**src/rtl/scla_ram.sv**
```systemverilog
// generic simple dual-port ram with registered read
module scla_ram #(
	parameter int WIDTH = 8,
	parameter int DEPTH = 16
) (
	input  logic                                    clk,
	input  logic                                    we,
	input  logic [((DEPTH > 1) ? $clog2(DEPTH) : 1)-1:0] waddr,
	input  logic [WIDTH-1:0]                        wdata,
	input  logic [((DEPTH > 1) ? $clog2(DEPTH) : 1)-1:0] raddr,
	output logic [WIDTH-1:0]                        rdata
);

	logic [WIDTH-1:0] mem_q [DEPTH];

	always_ff @(posedge clk) begin
		if (we) begin
			mem_q[waddr] <= wdata;
		end
		rdata <= mem_q[raddr];
	end

endmodule

```
**config.mk**
```make
export PLATFORM = sky130hd
export DESIGN_NAME = scla_ram
export DESIGN_NICKNAME = d
export VERILOG_FILES = /design/src/rtl/scla_ram.sv
export SDC_FILE = /design/constraint.sdc
export NUM_CORES = 1
export LEC_CHECK = 0
export BUFFER_PORTS_ARGS = -buffer_cell sky130_fd_sc_hd__buf_2
export CAP_MARGIN = 15
export CORE_ASPECT_RATIO = 0.5
export CORE_MARGIN = 4
export CORE_UTILIZATION = 65
export DETAILED_ROUTE_END_ITERATION = 16
export PLACE_DENSITY = 0.87
export SYNTH_ARGS = -nofsm -noshare
export SYNTH_HDL_FRONTEND = slang
export SYNTH_SLANG_ARGS = --single-unit
```
**constraint.sdc**
```tcl
create_clock -name clk -period 5 [get_ports clk]
set_input_delay 0.25 -clock clk [delete_from_list [all_inputs] [get_ports clk]]
set_output_delay 0.25 -clock clk [all_outputs]
set_load 0.02 [all_outputs]
```
-- After elaboration in Yosys (flattened, before gate mapping)
Memories as Yosys holds them, arrays and structs flattened. A register that Yosys moved wholly into a read port is not among the register bits.
Index checks and enable logic that the tools add are counted.
- register bits after elaboration: 0
- RAM bits: 128
- bits of input ports: 18
- output and inout port bits: 8
- word-level logic and storage cells: 3
- memories: 1
- mux-type cells: 2
- memories (memory ; depth ; width ; rd ports ; clocked after Yosys merged registers in ; wr ports ; RTL line ; source):
    mem_q ; 16 ; 8 ; 1 ; 1 ; 1 ; 14 ; logic [WIDTH-1:0] mem_q [DEPTH];
- operators by type and width (operator ; count):
    $mux W1 ; 2

-- Longest topological paths before layout
Gate-level depths: netlist of the first run.
- depth in word-level cells: 2
- mapped depth: 5
- gate-level depth less buffers: 3

-- Least setup slack after synthesis of the first run
OpenSTA, ideal clock, no wires.
- path kind: input to register
- from: input port waddr[2] (netlist name)
- to: memory mem_q[0][0], enable pin
- library setup time: 0.383 ns
- data arrival time: 1.360 ns
- data required time: 4.617 ns
- path slack: 3.257 ns
- cell stages on the path: 2
- cells stage by stage: or3b_2 -> nor3_1
- RTL lines (element ; RTL line ; source):
    start: declaration ; 8 ; input logic [((DEPTH > 1) ? $clog2(DEPTH) : 1)-1:0] waddr,
    end: declaration ; 14 ;
Straight into the memory's write port.

==> results of run 1 <==
-- routing by layer --
| layer | vias up | GRT usage (%) | part of all wire, % |
|---|---|---|---|
| li1 | 1052 | - | - |
| met1 | 1367 | 38.16 | 39 |
| met2 | 250 | 40.13 | 47 |
| met3 | 33 | 7.315 | 12 |
| met4 | 0 | 9.920 | 2.4 |
| met5 | - | 0 | 0 |
-- through the flow --
step           total power [mW]  std cells  worst slack, ns
2_1_floorplan             1.378        229            3.257
3_3_place_gp              1.419        355            2.741
3_5_place_dp              1.426        356            2.742
4_1_cts                   2.590        388            3.121
5_1_grt                   2.656        388            2.984
6_report                  2.590        388            3.131
-- where the power goes --
group	switching (mW)	internal, mW	leakage [nW]
clock network	0.435	0.743	0.263
logic	0.0793	0.0460	0.492
registers	0.0102	1.28	1.22
total	0.525	2.07	1.98
-- critical path: stages --
cell	delay (ns)
buf_2	0.78
mux4_1	0.66
a22oi_1	0.37
nand2_1	0.09
-- Yosys cell counts --
cell type	n	share of area, %
or3b_2	1	0.17
dfxtp_1	8	3.1
a22oi_1	16	2.3
nor2b_1	1	0.12
buf_4	1	0.15
buf_6	3	0.66
nor3_1	4	0.39
nand2b_1	2	0.24
and2b_1	1	0.15
nand3_1	1	0.097
and2_1	1	0.12
buf_2	3	0.29
nand2_1	9	0.66
edfxtp_1	128	75
clkdlybuf4s25_2	3	0.58
mux4_1	14	7.1
nand3b_1	2	0.29
mux4_2	18	7.9
nor2_1	13	0.95
-- sequential cells by signal, summed over array words and instances (netlist names) --
| name | count |
|---|---|
| mem_q | 128 |
| rdata | 8 |
-- how the worst max path moves through the flow --
stage | depth (start not counted) | end
floorplan | 2 | mem_q[0][0]
global placement | 4 | rdata[1]
CTS | 4 | rdata[5]
finish | 4 | rdata[2]
global route | 4 | rdata[1]
detailed placement | 4 | rdata[1]
-- kinds of logic (layout without fill, tap and decap cells) --
kind of cell           Yosys count  after routing  share of synthesized area (%)
buffers and inverters           10             61                          1.677
multiplexers                    32             32                          15.02
AND/OR/NAND/NOR                 35             35                          3.184
flip-flops                     136            136                          77.78
AO/OA/AOI/OAI                   16             16                          2.334
-- area by class of cell --
cell class	instances	area share [%]
clock buffers	27	8.020
clock inverters	5	1.231
multi-input cells	83	17.93
flip-flops and latches	136	67.90
well taps	108	2.292
repair buffers	29	2.631
==> qor.log, run 1 <==
[timing] Setup violations, final 0
[timing] Fmax achieved 0.5350 GHz
[die] overall die area 9493 um^2
[detailed_routing] first-iteration detailed-routing DRC count 414
[global_route] remaining global-route overflow 0
[clock_network] CTS Root Cell clkbuf_16
[clock_network] hold buffer count at CTS 0
[layout] area taken by multi-input logic gates 1057 um^2
[outcome] run status finished, final reports clean
[setup_path] critical path fanouts, max 32
[synth] syn_area_per_cell 22.48 um^2
[clock_network] CTS Buffer Depth 2
[clock_network] Max H-tree Level 4
[layout] ratio of cells with drive above 1 in the final layout 24.64%
[flow_run] max-capacitance violation count 0
[power_and_ir_drop] power density over cell area 439.2 nW/um^2
[clock_network] Clk Latency, worst-skew pair 0.42 ns
[detailed_routing] number of remaining DRC errors 0
[layout] diode count 0
[setup_path] critical path class input port to register
[placement] DP HPWL 5985 um
[layout] leading cell types in the layout, fill and taps excluded 128 x edfxtp_1, 25 x buf_2, 18 x mux4_2
[timing] setup TNS 0 ns
[synth] number of instances in the synthesized netlist 229
[synth] synthesis-stage register bit count 136
[timing] setup repair after global routing missed its margin false
[placement] last weighted congestion value of the routability-driven placer 0.7901
[placement] placed cell areas 5351 um^2
[detailed_routing] Routed WL 11460 um
[timing] Min Hold Slack 0.2267 ns
[die] initial standard-cell utilization of the core 68.50%
[worst_hold_path] Hold/Removal Path Class input port to register
[timing] headroom to the max-slew limit 30.27%
[detailed_routing] vias per std cell 6.964
[worst_hold_path] hold wc startpoint wdata[6]
[clock_network] PostCTS Resize Cnt 0
[worst_hold_path] Cells on Worst Hold Path 1
[placement] number of I/O port buffers 25
[timing] worst clock skew 0.009885 ns
[die] I/O pins 26
[synth] Synth Net Count 247
[detailed_routing] router iterations before antenna repair 5
[setup_path] Data arrival, critical path 2.16 ns
[layout] end-of-flow core utilization 78.47%
[synth] yosys synthesis warning count 0
[clock_network] Post-CTS Setup Inserts 0
[global_route] antenna violations before repair 0
[detailed_routing] total number of vias 2702
[die] floorplan die height 70.93 um
[layout] Post-Layout Inst Area 5897 um^2
[die] number of placement rows 22
[setup_path] element type at the critical path start input port
[global_route] wire length of the first global-routing pass 17470 um
[timing] final critical-path required period 1.869 ns
[setup_path] Worst Setup SP raddr[0]
[layout] FF+latch area 4004 um^2
[timing] Slew Viols, Final 0
[worst_hold_path] endpoint with the worst hold slack mem_q[0][6]
[layout] number of nets in the finished design 285
[global_route] Global Route Usage Sum 26.53%
[setup_path] Reg-to-Reg Start mem_q[6][1]
[setup_path] slack of the worst reg-to-reg path 3.53 ns
[synth] number of distinct library cells after synthesis 19
[clock_network] sink count of the clock tree 136
[setup_path] critical register-to-register path endpoint rdata[1]
[synth] cell area after synthesis 5147 um^2
[setup_path] required time at the endpoint of the critical path 5.29 ns
[global_route] maximum number of pins on one net before global-route repair 33
[layout] most common cell after layout, fill and taps aside edfxtp_1
[setup_path] critical path capture point type register
[timing] actual slew at the worst max-slew pin 1.042 ns
[clock_network] number of buffers inserted during clock tree synthesis 17
[setup_path] worst r2r path cells 3
[die] die span in x 133.9 um
[power_and_ir_drop] largest voltage drop on the vdd net 0.0003033 V
[layout] number of fill cells in the layout 335
[power_and_ir_drop] Leakage Power 1.978 nW
[clock_network] clock-pin slew reported for the worst setup and hold paths after clock tree synthesis 0.06 ns
[global_route] number of global-route vias before repair 2678
[clock_network] CTS tree done
[detailed_routing] routed wire length per instance 29.55 um
[timing] number of hold violations in the final report 0
[layout] area grow syn2layout 14.56%
[die] standard cell core area 7515 um^2
[timing] final worst-path cycle share 37.38%
[synth] sequential cell area fraction in the yosys report 77.78%
[detailed_routing] remaining antenna violation count 0
Note: power is estimated with default switching activity, not from simulation.
==> run 2, diff against run 1 <==
--- a/config.mk
+++ b/config.mk
@@ -5,13 +5,14 @@
 export SDC_FILE = /design/constraint.sdc
 export NUM_CORES = 1
 export LEC_CHECK = 0
+export ABC_AREA = 1
 export BUFFER_PORTS_ARGS = -buffer_cell sky130_fd_sc_hd__buf_2
 export CAP_MARGIN = 15
 export CORE_ASPECT_RATIO = 0.5
 export CORE_MARGIN = 4
-export CORE_UTILIZATION = 65
+export CORE_UTILIZATION = 55
 export DETAILED_ROUTE_END_ITERATION = 16
-export PLACE_DENSITY = 0.87
+export PLACE_DENSITY = 0.78
 export SYNTH_ARGS = -nofsm -noshare
 export SYNTH_HDL_FRONTEND = slang
 export SYNTH_SLANG_ARGS = --single-unit
==> constraint.sdc (replaced) <==
create_clock -name clk -period 1.6 [get_ports clk]
set_input_delay 0.08 -clock clk [delete_from_list [all_inputs] [get_ports clk]]
set_output_delay 0.08 -clock clk [all_outputs]
set_load 0.02 [all_outputs]
==> qor.log, run 2 <==
[synth] mux share of post-synthesis cell area 0% [-15 points]
[worst_hold_path] Hold/Removal Path Class input port to register
[timing] Fmax achieved 0.9166 GHz
[synth] sequential cell area fraction in the yosys report 69.43% [-8.4 points]
[setup_path] critical path capture point type register
[synth] flip-flop cell with the highest count after synthesis edfxtp_1
[global_route] number of global-route vias before repair 3859 [+44%]
[synth] synthesis-stage register bit count 136 [unchanged]
[clock_network] sink count of the clock tree 136 [unchanged]
[synth] most instantiated library cell after synthesis nand2_1
[global_route] antenna violations before repair 0 [unchanged]
[detailed_routing] router iterations before antenna repair 6 [+1]
[global_route] maximum number of pins on one net before global-route repair 65 [+97%]
[detailed_routing] vias per std cell 5.426 [-22%]
[timing] setup TNS 0 ns [unchanged]
[timing] Slew Viols, Final 0 [unchanged]
[die] standard cell core area 10210 um^2 [+36%]
[layout] diode count 0 [unchanged]
[detailed_routing] first-iteration detailed-routing DRC count 525 [+27%]
[clock_network] CTS tree done
[synth] yosys synthesis warning count 0 [unchanged]
[synth] cell taking the most area after synthesis edfxtp_1
[flow_run] max-capacitance violation count 0 [unchanged]
[layout] area grow syn2layout 15.88%
[timing] final critical-path required period 1.091 ns
[detailed_routing] number of remaining DRC errors 0 [unchanged]
[placement] last weighted congestion value of the routability-driven placer 0.8063 [+2.1%]
[setup_path] cell breakdown of the critical path inv_1, nand2_1, nand3_1, nand3_1, nand3_1, nand2_1
[detailed_routing] remaining antenna violation count 0 [unchanged]
[synth] Async S/R FF share, synth 0% [unchanged]
[timing] actual slew at the worst max-slew pin 0.4057 ns [-0.6364 ns]
[timing] number of hold violations in the final report 0 [unchanged]
[timing] setup repair after global routing missed its margin false
[die] overall die area 12290 um^2 [+29%]
[layout] number of nets in the finished design 613 [+120%]
[global_route] Global Route Usage Sum 23.13% [-3.4 points]
[clock_network] CTS Buffer Depth 2 [unchanged]
[detailed_routing] routed wire length per instance 18.20 um [-38%]
[clock_network] Post-CTS Setup Inserts 0 [unchanged]
[global_route] remaining global-route overflow 0 [unchanged]
[global_route] wire length of the first global-routing pass 21070 um [+21%]
[die] die span in x 152.8 um [+14%]
[layout] most common cell after layout, fill and taps aside nand2_1
[synth] number of enable-type register cells in the synthesized netlist 128 [unchanged]
[detailed_routing] total number of vias 4053 [+50%]
[layout] end-of-flow core utilization 65.42% [-13 points]
[synth] top cells by instance count after synthesis 173 x nand2_1, 128 x edfxtp_1, 100 x inv_1
[synth] combinational family with the most area after synthesis simple AND/OR/NAND/NOR gates
[die] number of placement rows 26 [+18%]
[layout] Largest register FFs 128 [unchanged]
[power_and_ir_drop] Leakage Power 2.929 nW [+48%]
[layout] leading cell types in the layout, fill and taps excluded 173 x nand2_1, 128 x edfxtp_1, 100 x inv_1
[synth] main area contributors after synthesis edfxtp_1 67%, nand2_1 11%, nand3_1 8.4%
[synth] Synth Net Count 569 [+130%]
[setup_path] required time at the endpoint of the critical path 1.90 ns [-3.39 ns]
[setup_path] Crit path largest cell delay 0.39 ns [-0.39 ns]
[clock_network] clock-pin slew reported for the worst setup and hold paths after clock tree synthesis 0.06 ns [about the same]
[layout] Biggest register mem_q
[layout] Top Registers mem_q x128, rdata x8
[clock_network] PostCTS Resize Cnt 0 [unchanged]
[placement] number of I/O port buffers 25 [unchanged]
[power_and_ir_drop] largest voltage drop on the vdd net 0.0008677 V [+190%]
[clock_network] Max H-tree Level 4 [unchanged]
[setup_path] critical path fanouts, max 1 [-97%]
[power_and_ir_drop] power density over cell area 1267 nW/um^2 [+190%]
[synth] Compound-Gate Fraction of Synth Area 0% [-2.3 points]
[die] floorplan die height 80.41 um [+13%]
[timing] Setup violations, final 0 [unchanged]
[outcome] run status finished, final reports clean
[die] initial standard-cell utilization of the core 56.46% [-12 points]
[synth] number of distinct library cells after synthesis 12 [-7]
[clock_network] hold buffer count at CTS 0 [unchanged]
[detailed_routing] Routed WL 13590 um [+19%]
[timing] worst clock skew 0.005970 ns [-0.003914 ns]
[setup_path] CP max-delay cell edfxtp_1
[setup_path] Data arrival, critical path 1.39 ns [-0.77 ns]
[synth] syn_area_per_cell 10.47 um^2 [-53%]
[clock_network] Clk Latency, worst-skew pair 0.41 ns [about the same]
[clock_network] number of buffers inserted during clock tree synthesis 17 [unchanged]
[die] I/O pins 26 [unchanged]
[timing] headroom to the max-slew limit 72.95% [+43 points]
[placement] DP HPWL 7438 um [+24%]
[synth] area share of fa/ha/maj cells after synthesis 0% [unchanged]
[setup_path] element type at the critical path start register
[synth] number of instances in the synthesized netlist 551 [+140%]
[synth] cell area after synthesis 5767 um^2 [+12%]
[setup_path] CP dominant cell by count nand3_1
[clock_network] CTS Root Cell clkbuf_16
[setup_path] critical path class register to register
[synth] area share of and/or/nand/nor cells after synthesis 21.05% [+18 points]
[timing] final worst-path cycle share 68.19%
[synth] share of the synthesized area in the top cell type 66.65% [-8.0 points]
[layout] ratio of cells with drive above 1 in the final layout 12.36% [-12 points]
[synth] post-synthesis xor/xnor area fraction 0% [unchanged]
-- run 2: critical path: cells and delay by family, from the launching register on --
kind	cells	cell delay [ns]
simple gates	5	0.52
flops	1	0.39
buf+inv	1	0.08
-- run 2: power breakdown --
part | internal, mW | total [mW] | switching (mW)
clock | 2.56 | 3.93 | 1.37
combinational | 0.147 | 0.526 | 0.379
sequential | 3.98 | 4.01 | 0.0254
total | 6.69 | 8.46 | 1.78
-- run 2: per-layer routing --
layer | vias to the layer above | track usage, % | routed length [um]
met3 | 44 | 5.005 | 1125
met4 | 0 | 11.11 | 422
li1 | 1863 | - | -
met5 | - | 0 | 0
met2 | 230 | 37.84 | 6622
met1 | 1916 | 29.97 | 5422
-- run 2: path summary, 6_finish.rpt --
check / from / endpoint / slack [ns] / depth (start not counted)
max: mem_q[1][1] / rdata[1] / 0.51 / 6
min: raddr[3] / rdata[3] / 0.02 / 3
max reg2reg: mem_q[1][1] / rdata[1] / 0.51 / 6
min reg2reg: mem_q[14][3] / rdata[3] / 0.68 / 6
-- run 2: cells by family (layout without fill, tap and decap cells) --
| family | count (synthesis) | after routing |
|---|---|---|
| simple gates | 289 | 289 |
| flops | 136 | 136 |
| buf+inv | 126 | 182 |
-- run 2: final cells by class --
cell class / instances / area (um^2)
clock buffers: 18 / 429.2
clock inverters: 13 / 160.2
fillers: 695 / 3532
inverters: 102 / 382.9
multi-input cells: 289 / 1214
flip-flops and latches: 136 / 4004
well taps: 140 / 175.2
repair buffers: 49 / 317.8
-- run 2: stage by stage --
stage / cells / cell area [um^2] / power (mW) / hold WS, ns / setup WS (ns)
6_report: 747 / 6683 / 8.465 / 0.02449 / 0.5090
5_1_grt: 747 / 6683 / 8.693 / 0.03733 / 0.4659
4_1_cts: 747 / 6683 / 8.482 / 0.007204 / 0.5503
3_5_place_dp: 716 / 6093 / 4.582 / 0.4437 / 0.3897
3_3_place_gp: 716 / 6093 / 4.569 / 0.4351 / 0.4318
2_1_floorplan: 551 / 5767 / 4.386 / 0.1789 / 0.5692
